==> src/wsp_pkg.sv <==
// ----------------------------------------------------------------------------
// wsp_pkg
// Shared types and constants of the WAV stream parser.
// ----------------------------------------------------------------------------
`timescale 1ns / 1ps
`default_nettype none

package wsp_pkg;

    typedef struct packed {
        logic [7:0] data_byte;
        logic       stream_end;
    } t_in_item;

    typedef enum logic [1:0] {
        KIND_FORMAT = 2'd0,
        KIND_SAMPLE = 2'd1,
        KIND_EMPTY  = 2'd2,
        KIND_ERROR  = 2'd3
    } t_kind;

    typedef enum logic [2:0] {
        ERR_NONE    = 3'd0,
        ERR_BAD_TAG = 3'd1,
        ERR_NO_FMT  = 3'd2,
        ERR_NO_DATA = 3'd3,
        ERR_DEPTH   = 3'd4
    } t_err;

    typedef struct packed {
        t_kind              kind;
        logic signed [31:0] sample_word;
        logic               sample_is_float;
        logic               end_of_data;
        logic [15:0]        format_code;
        logic [15:0]        channel_count;
        logic [31:0]        rate_hz;
        logic [15:0]        sample_bits;
        t_err               error_code;
    } t_out_item;

    typedef enum logic [3:0] {
        PH_RIFF_TAG  = 4'd0,
        PH_RIFF_SIZE = 4'd1,
        PH_WAVE_TAG  = 4'd2,
        PH_ID1       = 4'd3,
        PH_SIZE1     = 4'd4,
        PH_SKIP1     = 4'd5,
        PH_FMT_BODY  = 4'd6,
        PH_FMT_EXTRA = 4'd7,
        PH_ID2       = 4'd8,
        PH_SIZE2     = 4'd9,
        PH_SKIP2     = 4'd10,
        PH_DATA      = 4'd11,
        PH_DONE      = 4'd12,
        PH_HALT      = 4'd13
    } t_phase;

    localparam logic [31:0] TAG_RIFF = 32'h5249_4646;
    localparam logic [31:0] TAG_WAVE = 32'h5741_5645;
    localparam logic [31:0] TAG_FMT  = 32'h666D_7420;
    localparam logic [31:0] TAG_DATA = 32'h6461_7461;

    localparam logic [15:0] RST_FORMAT   = 16'd1;
    localparam logic [15:0] RST_CHANNELS = 16'd1;
    localparam logic [31:0] RST_RATE     = 32'd44100;
    localparam logic [15:0] RST_BITS     = 16'd16;

    localparam logic [15:0] FMT_FLOAT    = 16'd3;
    localparam logic [32:0] FMT_BODY_LEN = 33'd16;

endpackage

`default_nettype wire

==> src/wsp_in_reg.sv <==
// ----------------------------------------------------------------------------
// wsp_in_reg
// Input register: holds one accepted byte until the parser core takes it.
// ----------------------------------------------------------------------------
`timescale 1ns / 1ps
`default_nettype none

module wsp_in_reg
    import wsp_pkg::*;
(
    input  wire logic     i_clk,
    input  wire logic     i_rst_n,
    input  wire logic     i_valid,
    output logic          o_ready,
    input  wire t_in_item i_item,
    output logic          o_valid,
    input  wire logic     i_ready,
    output t_in_item      o_item
);

    logic     r_valid;
    t_in_item r_item;

    assign o_ready = !r_valid || i_ready;
    assign o_valid = r_valid;
    assign o_item  = r_item;

    always_ff @(posedge i_clk) begin
        if (!i_rst_n) begin
            r_valid <= 1'b0;
        end else if (o_ready) begin
            r_valid <= i_valid;
        end
    end

    always_ff @(posedge i_clk) begin
        if (i_valid && o_ready) begin
            r_item <= i_item;
        end
    end

endmodule

`default_nettype wire

==> src/wsp_core.sv <==
// ----------------------------------------------------------------------------
// wsp_core
// Parser state and per-byte next-state logic; forms at most one result a byte.
// ----------------------------------------------------------------------------
`timescale 1ns / 1ps
`default_nettype none

module wsp_core
    import wsp_pkg::*;
(
    input  wire logic     i_clk,
    input  wire logic     i_rst_n,
    input  wire logic     i_valid,
    output logic          o_ready,
    input  wire t_in_item i_item,
    output logic          o_res_valid,
    input  wire logic     i_res_ready,
    output t_out_item     o_res
);

    t_phase      r_phase, n_phase;
    logic [3:0]  r_idx, n_idx;
    logic [31:0] r_tag, n_tag;
    logic [32:0] r_cr, n_cr;
    logic [15:0] r_fmt, n_fmt;
    logic [15:0] r_ch, n_ch;
    logic [31:0] r_rate, n_rate;
    logic [15:0] r_bits, n_bits;
    logic [31:0] r_asm, n_asm;
    logic        r_fmt_seen, n_fmt_seen;

    logic        fire;
    logic        has_res;
    logic        sample_now;
    logic [7:0]  b;
    logic [2:0]  bps;
    logic [3:0]  idx_inc;
    logic [31:0] size;
    t_kind       kind;
    t_err        err;
    logic [31:0] word;
    logic        isf;
    logic        eod;

    assign fire    = i_valid && i_res_ready;
    assign o_ready = i_res_ready;
    assign b       = i_item.data_byte;
    assign idx_inc = r_idx + 4'd1;

    always_comb begin
        case (r_bits)
            16'd16:  bps = 3'd2;
            16'd24:  bps = 3'd3;
            16'd32:  bps = 3'd4;
            default: bps = 3'd0;
        endcase
    end

    always_comb begin
        n_phase    = r_phase;
        n_idx      = r_idx;
        n_tag      = r_tag;
        n_cr       = r_cr;
        n_fmt      = r_fmt;
        n_ch       = r_ch;
        n_rate     = r_rate;
        n_bits     = r_bits;
        n_asm      = r_asm;
        n_fmt_seen = r_fmt_seen;
        has_res    = 1'b0;
        sample_now = 1'b0;
        kind       = KIND_FORMAT;
        err        = ERR_NONE;
        word       = 32'd0;
        isf        = 1'b0;
        eod        = 1'b0;
        size       = 32'd0;

        case (r_phase)
            PH_RIFF_TAG, PH_WAVE_TAG, PH_ID1, PH_ID2: begin
                n_tag = {r_tag[23:0], b};
                n_idx = idx_inc;
                if (idx_inc == 4'd4) begin
                    n_idx = 4'd0;
                    n_cr  = 33'd0;
                    if (r_phase == PH_RIFF_TAG) begin
                        if (n_tag != TAG_RIFF) begin
                            has_res = 1'b1;
                            kind    = KIND_ERROR;
                            err     = ERR_BAD_TAG;
                            n_phase = PH_HALT;
                        end else begin
                            n_phase = PH_RIFF_SIZE;
                        end
                    end else if (r_phase == PH_WAVE_TAG) begin
                        if (n_tag != TAG_WAVE) begin
                            has_res = 1'b1;
                            kind    = KIND_ERROR;
                            err     = ERR_BAD_TAG;
                            n_phase = PH_HALT;
                        end else begin
                            n_phase = PH_ID1;
                        end
                    end else begin
                        n_phase = (r_phase == PH_ID1) ? PH_SIZE1 : PH_SIZE2;
                    end
                end
            end
            PH_RIFF_SIZE, PH_SIZE1, PH_SIZE2: begin
                n_cr  = {1'b0, b[7:1], b[0] | r_cr[32], r_cr[31:8]};
                n_idx = idx_inc;
                if (idx_inc == 4'd4) begin
                    size  = n_cr[31:0];
                    n_idx = 4'd0;
                    if (r_phase == PH_RIFF_SIZE) begin
                        n_cr    = 33'd0;
                        n_phase = PH_WAVE_TAG;
                    end else if (r_phase == PH_SIZE1 && r_tag == TAG_FMT) begin
                        n_fmt_seen = 1'b1;
                        n_cr = ({1'b0, size} > FMT_BODY_LEN) ?
                               {1'b0, size} - FMT_BODY_LEN : 33'd0;
                        n_phase = PH_FMT_BODY;
                    end else if (r_phase == PH_SIZE2 && r_tag == TAG_DATA) begin
                        n_cr = {1'b0, size};
                        if (bps == 3'd0) begin
                            has_res = 1'b1;
                            kind    = KIND_ERROR;
                            err     = ERR_DEPTH;
                            n_phase = PH_HALT;
                        end else if (size < {29'd0, bps}) begin
                            has_res = 1'b1;
                            kind    = KIND_EMPTY;
                            n_phase = PH_DONE;
                        end else begin
                            n_phase = PH_DATA;
                        end
                    end else begin
                        n_cr = {1'b0, size} + {32'd0, size[0]};
                        if (n_cr != 33'd0) begin
                            n_phase = (r_phase == PH_SIZE1) ? PH_SKIP1 : PH_SKIP2;
                        end else begin
                            n_phase = (r_phase == PH_SIZE1) ? PH_ID1 : PH_ID2;
                        end
                    end
                end
            end
            PH_SKIP1, PH_SKIP2, PH_FMT_EXTRA: begin
                if (r_cr != 33'd0) begin
                    n_cr = r_cr - 33'd1;
                end
                if (n_cr == 33'd0) begin
                    n_phase = (r_phase == PH_SKIP1) ? PH_ID1 : PH_ID2;
                end
            end
            PH_FMT_BODY: begin
                case (r_idx)
                    4'd0:    n_fmt  = {r_fmt[15:8], b};
                    4'd1:    n_fmt  = {b, r_fmt[7:0]};
                    4'd2:    n_ch   = {r_ch[15:8], b};
                    4'd3:    n_ch   = {b, r_ch[7:0]};
                    4'd4:    n_rate = {r_rate[31:8], b};
                    4'd5:    n_rate = {r_rate[31:16], b, r_rate[7:0]};
                    4'd6:    n_rate = {r_rate[31:24], b, r_rate[15:0]};
                    4'd7:    n_rate = {b, r_rate[23:0]};
                    4'd14:   n_bits = {r_bits[15:8], b};
                    4'd15:   n_bits = {b, r_bits[7:0]};
                    default: n_fmt  = r_fmt;
                endcase
                n_idx = idx_inc;
                if (r_idx == 4'd15) begin
                    has_res = 1'b1;
                    kind    = KIND_FORMAT;
                    n_phase = (r_cr != 33'd0) ? PH_FMT_EXTRA : PH_ID2;
                end
            end
            PH_DATA: begin
                if (bps == 3'd0) begin
                    n_phase = PH_HALT;
                end else begin
                    n_asm = (r_idx == 4'd0) ? {b, 24'd0} : {b, r_asm[31:8]};
                    if (r_cr != 33'd0) begin
                        n_cr = r_cr - 33'd1;
                    end
                    n_idx = idx_inc;
                    if (idx_inc >= {1'b0, bps}) begin
                        n_idx      = 4'd0;
                        has_res    = 1'b1;
                        kind       = KIND_SAMPLE;
                        sample_now = 1'b1;
                        word       = n_asm;
                        isf        = (r_fmt == FMT_FLOAT) && (bps == 3'd4);
                        if (n_cr < {30'd0, bps}) begin
                            eod     = 1'b1;
                            n_phase = PH_DONE;
                        end
                    end
                end
            end
            default: begin
                n_phase = r_phase;
            end
        endcase

        if (i_item.stream_end) begin
            if (n_phase <= PH_SKIP2) begin
                has_res = 1'b1;
                kind    = KIND_ERROR;
                word    = 32'd0;
                isf     = 1'b0;
                eod     = 1'b0;
                if (n_phase <= PH_WAVE_TAG) begin
                    err = ERR_BAD_TAG;
                end else if (n_phase <= PH_FMT_EXTRA && !n_fmt_seen) begin
                    err = ERR_NO_FMT;
                end else begin
                    err = ERR_NO_DATA;
                end
            end else if (sample_now) begin
                eod = 1'b1;
            end
            n_phase    = PH_RIFF_TAG;
            n_idx      = 4'd0;
            n_tag      = 32'd0;
            n_cr       = 33'd0;
            n_asm      = 32'd0;
            n_fmt_seen = 1'b0;
        end
    end

    assign o_res_valid           = fire && has_res;
    assign o_res.kind            = kind;
    assign o_res.sample_word     = word;
    assign o_res.sample_is_float = isf;
    assign o_res.end_of_data     = eod;
    assign o_res.format_code     = n_fmt;
    assign o_res.channel_count   = n_ch;
    assign o_res.rate_hz         = n_rate;
    assign o_res.sample_bits     = n_bits;
    assign o_res.error_code      = err;

    always_ff @(posedge i_clk) begin
        if (!i_rst_n) begin
            r_phase    <= PH_RIFF_TAG;
            r_idx      <= 4'd0;
            r_tag      <= 32'd0;
            r_cr       <= 33'd0;
            r_fmt      <= RST_FORMAT;
            r_ch       <= RST_CHANNELS;
            r_rate     <= RST_RATE;
            r_bits     <= RST_BITS;
            r_asm      <= 32'd0;
            r_fmt_seen <= 1'b0;
        end else if (fire) begin
            r_phase    <= n_phase;
            r_idx      <= n_idx;
            r_tag      <= n_tag;
            r_cr       <= n_cr;
            r_fmt      <= n_fmt;
            r_ch       <= n_ch;
            r_rate     <= n_rate;
            r_bits     <= n_bits;
            r_asm      <= n_asm;
            r_fmt_seen <= n_fmt_seen;
        end
    end

endmodule

`default_nettype wire

==> src/wsp_out_reg.sv <==
// ----------------------------------------------------------------------------
// wsp_out_reg
// Result register: holds one result until the receiver takes the transfer.
// ----------------------------------------------------------------------------
`timescale 1ns / 1ps
`default_nettype none

module wsp_out_reg
    import wsp_pkg::*;
(
    input  wire logic      i_clk,
    input  wire logic      i_rst_n,
    input  wire logic      i_valid,
    output logic           o_ready,
    input  wire t_out_item i_item,
    output logic           o_valid,
    input  wire logic      i_ready,
    output t_out_item      o_item
);

    logic      r_valid;
    t_out_item r_item;

    assign o_ready = !r_valid || i_ready;
    assign o_valid = r_valid;
    assign o_item  = r_item;

    always_ff @(posedge i_clk) begin
        if (!i_rst_n) begin
            r_valid <= 1'b0;
        end else if (o_ready) begin
            r_valid <= i_valid;
        end
    end

    always_ff @(posedge i_clk) begin
        if (i_valid && o_ready) begin
            r_item <= i_item;
        end
    end

endmodule

`default_nettype wire

==> src/wav_stream_parser.sv <==
// ----------------------------------------------------------------------------
// wav_stream_parser
// Byte-serial RIFF/WAVE parser: reports the fmt chunk and streams samples.
//
// Input channel: one file byte per transfer with a flag on the last byte of
// the file. Output channel: at most one result per byte (format report,
// sample, empty data chunk or error), all fields in one struct.
// Throughput is one byte per cycle while the receiver does not stall; the
// parser state is updated by a single level of next-state logic between the
// input register and the result register, which each byte passes in turn.
// When the receiver stalls, the result register holds and the parser stops;
// the input register keeps its byte, so the input ready drops as soon as the
// input register is full (at once when bytes arrive back to back) and stays
// low until the result transfer completes.
// Reset returns the parser to the RIFF tag and loads the default format
// (PCM, one channel, 44100 Hz, 16 bits); both registers come up empty.
// A byte flagged as last restarts the parser but keeps the stored format.
// ----------------------------------------------------------------------------
`timescale 1ns / 1ps
`default_nettype none

module wav_stream_parser
    import wsp_pkg::*;
(
    input  wire logic      i_clk,
    input  wire logic      i_rst_n,
    input  wire logic      i_in_valid,
    output logic           o_in_ready,
    input  wire t_in_item  i_in_item,
    output logic           o_out_valid,
    input  wire logic      i_out_ready,
    output t_out_item      o_out_item
);

    logic      in_valid;
    logic      core_ready;
    t_in_item  in_item;
    logic      res_valid;
    logic      res_ready;
    t_out_item res_item;

    wsp_in_reg u_in_reg (
        .i_clk   (i_clk),
        .i_rst_n (i_rst_n),
        .i_valid (i_in_valid),
        .o_ready (o_in_ready),
        .i_item  (i_in_item),
        .o_valid (in_valid),
        .i_ready (core_ready),
        .o_item  (in_item)
    );

    wsp_core u_core (
        .i_clk       (i_clk),
        .i_rst_n     (i_rst_n),
        .i_valid     (in_valid),
        .o_ready     (core_ready),
        .i_item      (in_item),
        .o_res_valid (res_valid),
        .i_res_ready (res_ready),
        .o_res       (res_item)
    );

    wsp_out_reg u_out_reg (
        .i_clk   (i_clk),
        .i_rst_n (i_rst_n),
        .i_valid (res_valid),
        .o_ready (res_ready),
        .i_item  (res_item),
        .o_valid (o_out_valid),
        .i_ready (i_out_ready),
        .o_item  (o_out_item)
    );

endmodule

`default_nettype wire
==> config.mk <==
export PLATFORM = sky130hd
export DESIGN_NAME = wav_stream_parser
export DESIGN_NICKNAME = d
export VERILOG_FILES = /design/src/wsp_pkg.sv /design/src/wsp_in_reg.sv /design/src/wsp_core.sv /design/src/wsp_out_reg.sv /design/src/wav_stream_parser.sv
export SDC_FILE = /design/constraint.sdc
export NUM_CORES = 1
export LEC_CHECK = 0
export ABC_AREA = 1
export BUFFER_PORTS_ARGS = -buffer_cell sky130_fd_sc_hd__clkbuf_2
export CAP_MARGIN = 30
export CORE_AREA = 5 5 170 172
export DETAILED_ROUTE_END_ITERATION = 6
export DIE_AREA = 0 0 175 177
export PLACE_DENSITY = 0.85
export SLEW_MARGIN = 25
export SYNTH_ARGS = -nofsm -noshare
export SYNTH_HDL_FRONTEND = slang
export SYNTH_HIERARCHICAL = 1
export SYNTH_SLANG_ARGS = --single-unit
==> constraint.sdc <==
create_clock -name i_clk -period 31.6 [get_ports i_clk]
set_input_delay 6.32 -clock i_clk [delete_from_list [all_inputs] [get_ports i_clk]]
set_output_delay 6.32 -clock i_clk [all_outputs]
set_load 0.02 [all_outputs]
==> out/qor.yml <==
global_routing:
  grt_max_degree: 94
  met2_usage_pct: 62.9
  grt_pass1_vias: 17200
  top_usage_layer: "met2"
  grt_use_total_pct: 38.4
  antenna_found_initial: 0
  gr-total-overflow: 0
  use_met3_pct: 7.07
  grt_pass1_wl_um: 95300
  use_met1_pct: 49.0
layout:
  layout.nets: 2521
  final_common_cell: "nand2_1"
  drive_gt1_share_pct: 10.9
  seq_area_mm2: 0.00745
  antenna_cells: 0
  multi_input_area_mm2: 0.00819
  syn_to_final_growth_pct: 10.0
  nFillCells: 2126
  final_cell_mix: "474 x nand2_1, 347 x inv_1, 212 x nor2_1, 212 x a21oi_1, 180 x dfxtp_1"
sta:
  setup_viol: 0
  hold_violations: 0
  fmax_ghz: 0.0757
  min_period_ns: 13.20
  setup_slack_ns: 18.40
  rsz0062_at_grt: "no"
  final.setup.tns_ns: 0
  tightest_slew_ns: 0.993
  finalCritPeriodShare_pct: 41.8
  final-max-slew-violation-count: 0
  finClkSkew_ns: 0.0336
  slew_headroom_pct: 33.6
power_and_ir_drop:
  p_clk_share_pct: 42.0
  p_sw_mw: 0.229
  p_leak_nw: 8.32
  power_density_mw_per_mm2: 45.8
  combPwrFrac_pct: 8.6
  internal_power_mw: 0.656
  irDropWorstVdd_v: 0.0000481
  p_sw_share_pct: 25.8
  seqPwrFrac_pct: 49.4
clock_network:
  cts-root-buf: "clkbuf_16"
  cts.sinks: 308
  cts_setup_buffers: 0
  clockBufferDepth: 3
  post_cts_resized: 0
  ctsHoldBuffers: 0
  clk_pin_slew_ns: 0.07
  cts_tree: "yes"
  cts_buffers: 31
  worstSkewPairLatency_ns: 0.57
  cts_max_level: 1
synth:
  synth_area_leader_cell: "edfxtp_1"
  synth_top_cells_by_area: "edfxtp_1 22%, dfxtp_1 21%, nand2_1 10%, inv_1 7.4%, a21oi_1 6.1%"
  syn_inst: 2422
  async_flop_share_pct: 0
  ys_types: 53
  ys_ff_latch: 308
  yosys_most_used_dff: "dfxtp_1"
  synth_top_area_share_pct: 21.9
  synth_edf_count: 128
  yosysWarnings: 6
  postSynthAreaPerCell_um2: 7.25
  syn-num-nets: 2456
  syn_area_mm2: 0.0176
  yosysSeqAreaShare_pct: 42.4
routing:
  drtIter0Drc: 2863
  post_drt_wl_per_cell_um: 21.6
  drt_pre_antenna_iters: 7
  antenna_left: 0
  drc_errors: 1
  routed_via_density: 6.42
  routed_wl_um: 61800
  vias: 18300
worst_setup_path:
  critPathBufInv: 4
  crit_path_end_kind: "output port"
  cp_cell_sequence: "clkbuf_2 > inv_2 > nand2_2 > inv_2 > nand2_2 > clkbuf_2"
  max_stage_delay_ns: 0.15
  cpMaxStageDelayCell: "clkbuf_2"
  cp_max_fo: 3
  worstPathArrival_ns: 6.88
  cp_top_family: "buffers and inverters"
  crit_path_start_kind: "input pin"
  path_class: "in2out"
  required_ns: 25.28
die:
  num_rows: 61
  die_h_um: 177
  coreArea_mm2: 0.0273
  die-area_mm2: 0.0310
  chipWidth_um: 175
  ios: 134
  start_util_pct: 64.3
place:
  dp_hpwl_um: 41800
  gp_congestion: 1.02
  pre_cts_slack_ns: 18.41
  io_buffer_count: 133
job:
  maxCapViolCount: 0
hold_path:
  hold_class: "reg2reg"
run_status:
  violations: "design-rule violations"
  status: "finished with violations"
logic make-up after synthesis:
family,share of synthesized area (%)
DFF,42.4
buffers and inverters,11.1
xor gates and xnor gates,2.39
and+or+nand+nor,26.0
adders and majority gates,1.50
AOI/OAI and AO/OA,16.6
synthesized netlist by cell type, types with 2 or more instances:
library cell and n:
edfxtp_1 128, nand3b_1 4, o21ai_1 7, inv_2 9, a211oi_1 4, a22oi_1 8
o21ai_0 165, nand3_1 147, a41oi_1 2, xor2_1 48, buf_1 4, o32ai_1 3
buf_2 16, nand3_2 3, nor2_4 8, and2_1 4, ha_1 21, nor4_1 33
buf_6 8, nand2_4 2, nand2_2 15, inv_1 348, o2111ai_1 4, a31oi_1 7
dfxtp_1 180, nor3_1 38, nand4_1 57, o211ai_1 5, a21oi_1 213, o311ai_1 2
clkbuf_1 85, nand2_1 475, a21oi_2 3, nor2_1 215, or2_2 2, nor3_2 3
buf_4 9, o21bai_1 2, nor2_2 13, clkinv_1 11, o22ai_1 96, nor4_2 2
a221oi_1 3
routing by layer:
metal | share of wire [%] | wire length [um]
met5 | 0 | 0
met4 | 5.8 | 3580
met3 | 11 | 6840
met2 | 46 | 28500
met1 | 37 | 22900
power groups by stage:
stage	Combinational (mW)	Sequential, mW	Clock (mW)
after global placement	0.0675	0.444	0
final	0.0759	0.437	0.371
after CTS	0.0732	0.437	0.372
after floorplan	0.0464	0.448	0
after global routing	0.0822	0.438	0.391
after detailed placement	0.0711	0.445	0
worst paths after layout:
kind,to,slack (ns),start,depth (start not counted)
hold reg to reg,u_core/r_tag[24]$_SDFFE_PN0P_,0.47,u_core/r_tag[24]$_SDFFE_PN0P_,2
hold / removal,u_core/r_tag[24]$_SDFFE_PN0P_,0.47,u_core/r_tag[24]$_SDFFE_PN0P_,2
setup reg to reg,u_out_reg/o_item[39]$_DFFE_PP_,23.84,u_core/r_cr[11]$_SDFFE_PN0P_,28
setup / recovery,o_in_ready,18.40,i_out_ready,6
final cells by class:
type | instances | share of cell area (%)
flip-flops and latches | 308 | 38.6
repair buffers | 154 | 4.32
clock buffers | 38 | 4.15
multi-input cells | 1624 | 42.4
well taps | 346 | 2.24
clock inverters | 20 | 1.14
inverters | 368 | 7.18
sequential cells by signal, summed over array words and instances, names as in the netlist:
signal and cells:
u_core/r_cr 33, u_core/r_idx 4, u_core/r_rate 32, u_core/r_asm 24
u_core/r_bits 16, u_core/r_phase 4, u_in_reg/o_valid 1, u_in_reg/o_item 9
u_out_reg/o_item 119, u_core/r_fmt 16, u_core/r_ch 16, u_core/r_fmt_seen 1
u_core/r_tag 32, u_out_reg/o_valid 1
worst register-to-register path, delay by kind of cell, from the launching register on:
family,cells,cell delay (ns)
AO/OA/AOI/OAI,3,0.94
AND/OR/NAND/NOR,19,3.36
flip-flops,1,0.71
buffers and inverters,4,1.67
XOR/XNOR,1,0.41
adder cells (fa/ha/maj),1,0.29
metrics by stage:
| stage | power [mW] | instances | cell area (um^2) | util, % | hold slack, ns |
|---|---|---|---|---|---|
| CTS | 0.882 | 2855 | 19300 | 70.6 | 0.473 |
| global route | 0.911 | 2858 | 19300 | 70.7 | 0.497 |
| detailed placement | 0.516 | 2797 | 18300 | 66.9 | 0.456 |
| floorplan | 0.495 | 2422 | 17600 | - | 0.441 |
| global placement | 0.512 | 2794 | 18200 | 66.7 | 0.448 |
| finish | 0.884 | 2858 | 19300 | 70.7 | 0.474 |
No activity file was read; power rests on OpenSTA's default activity.
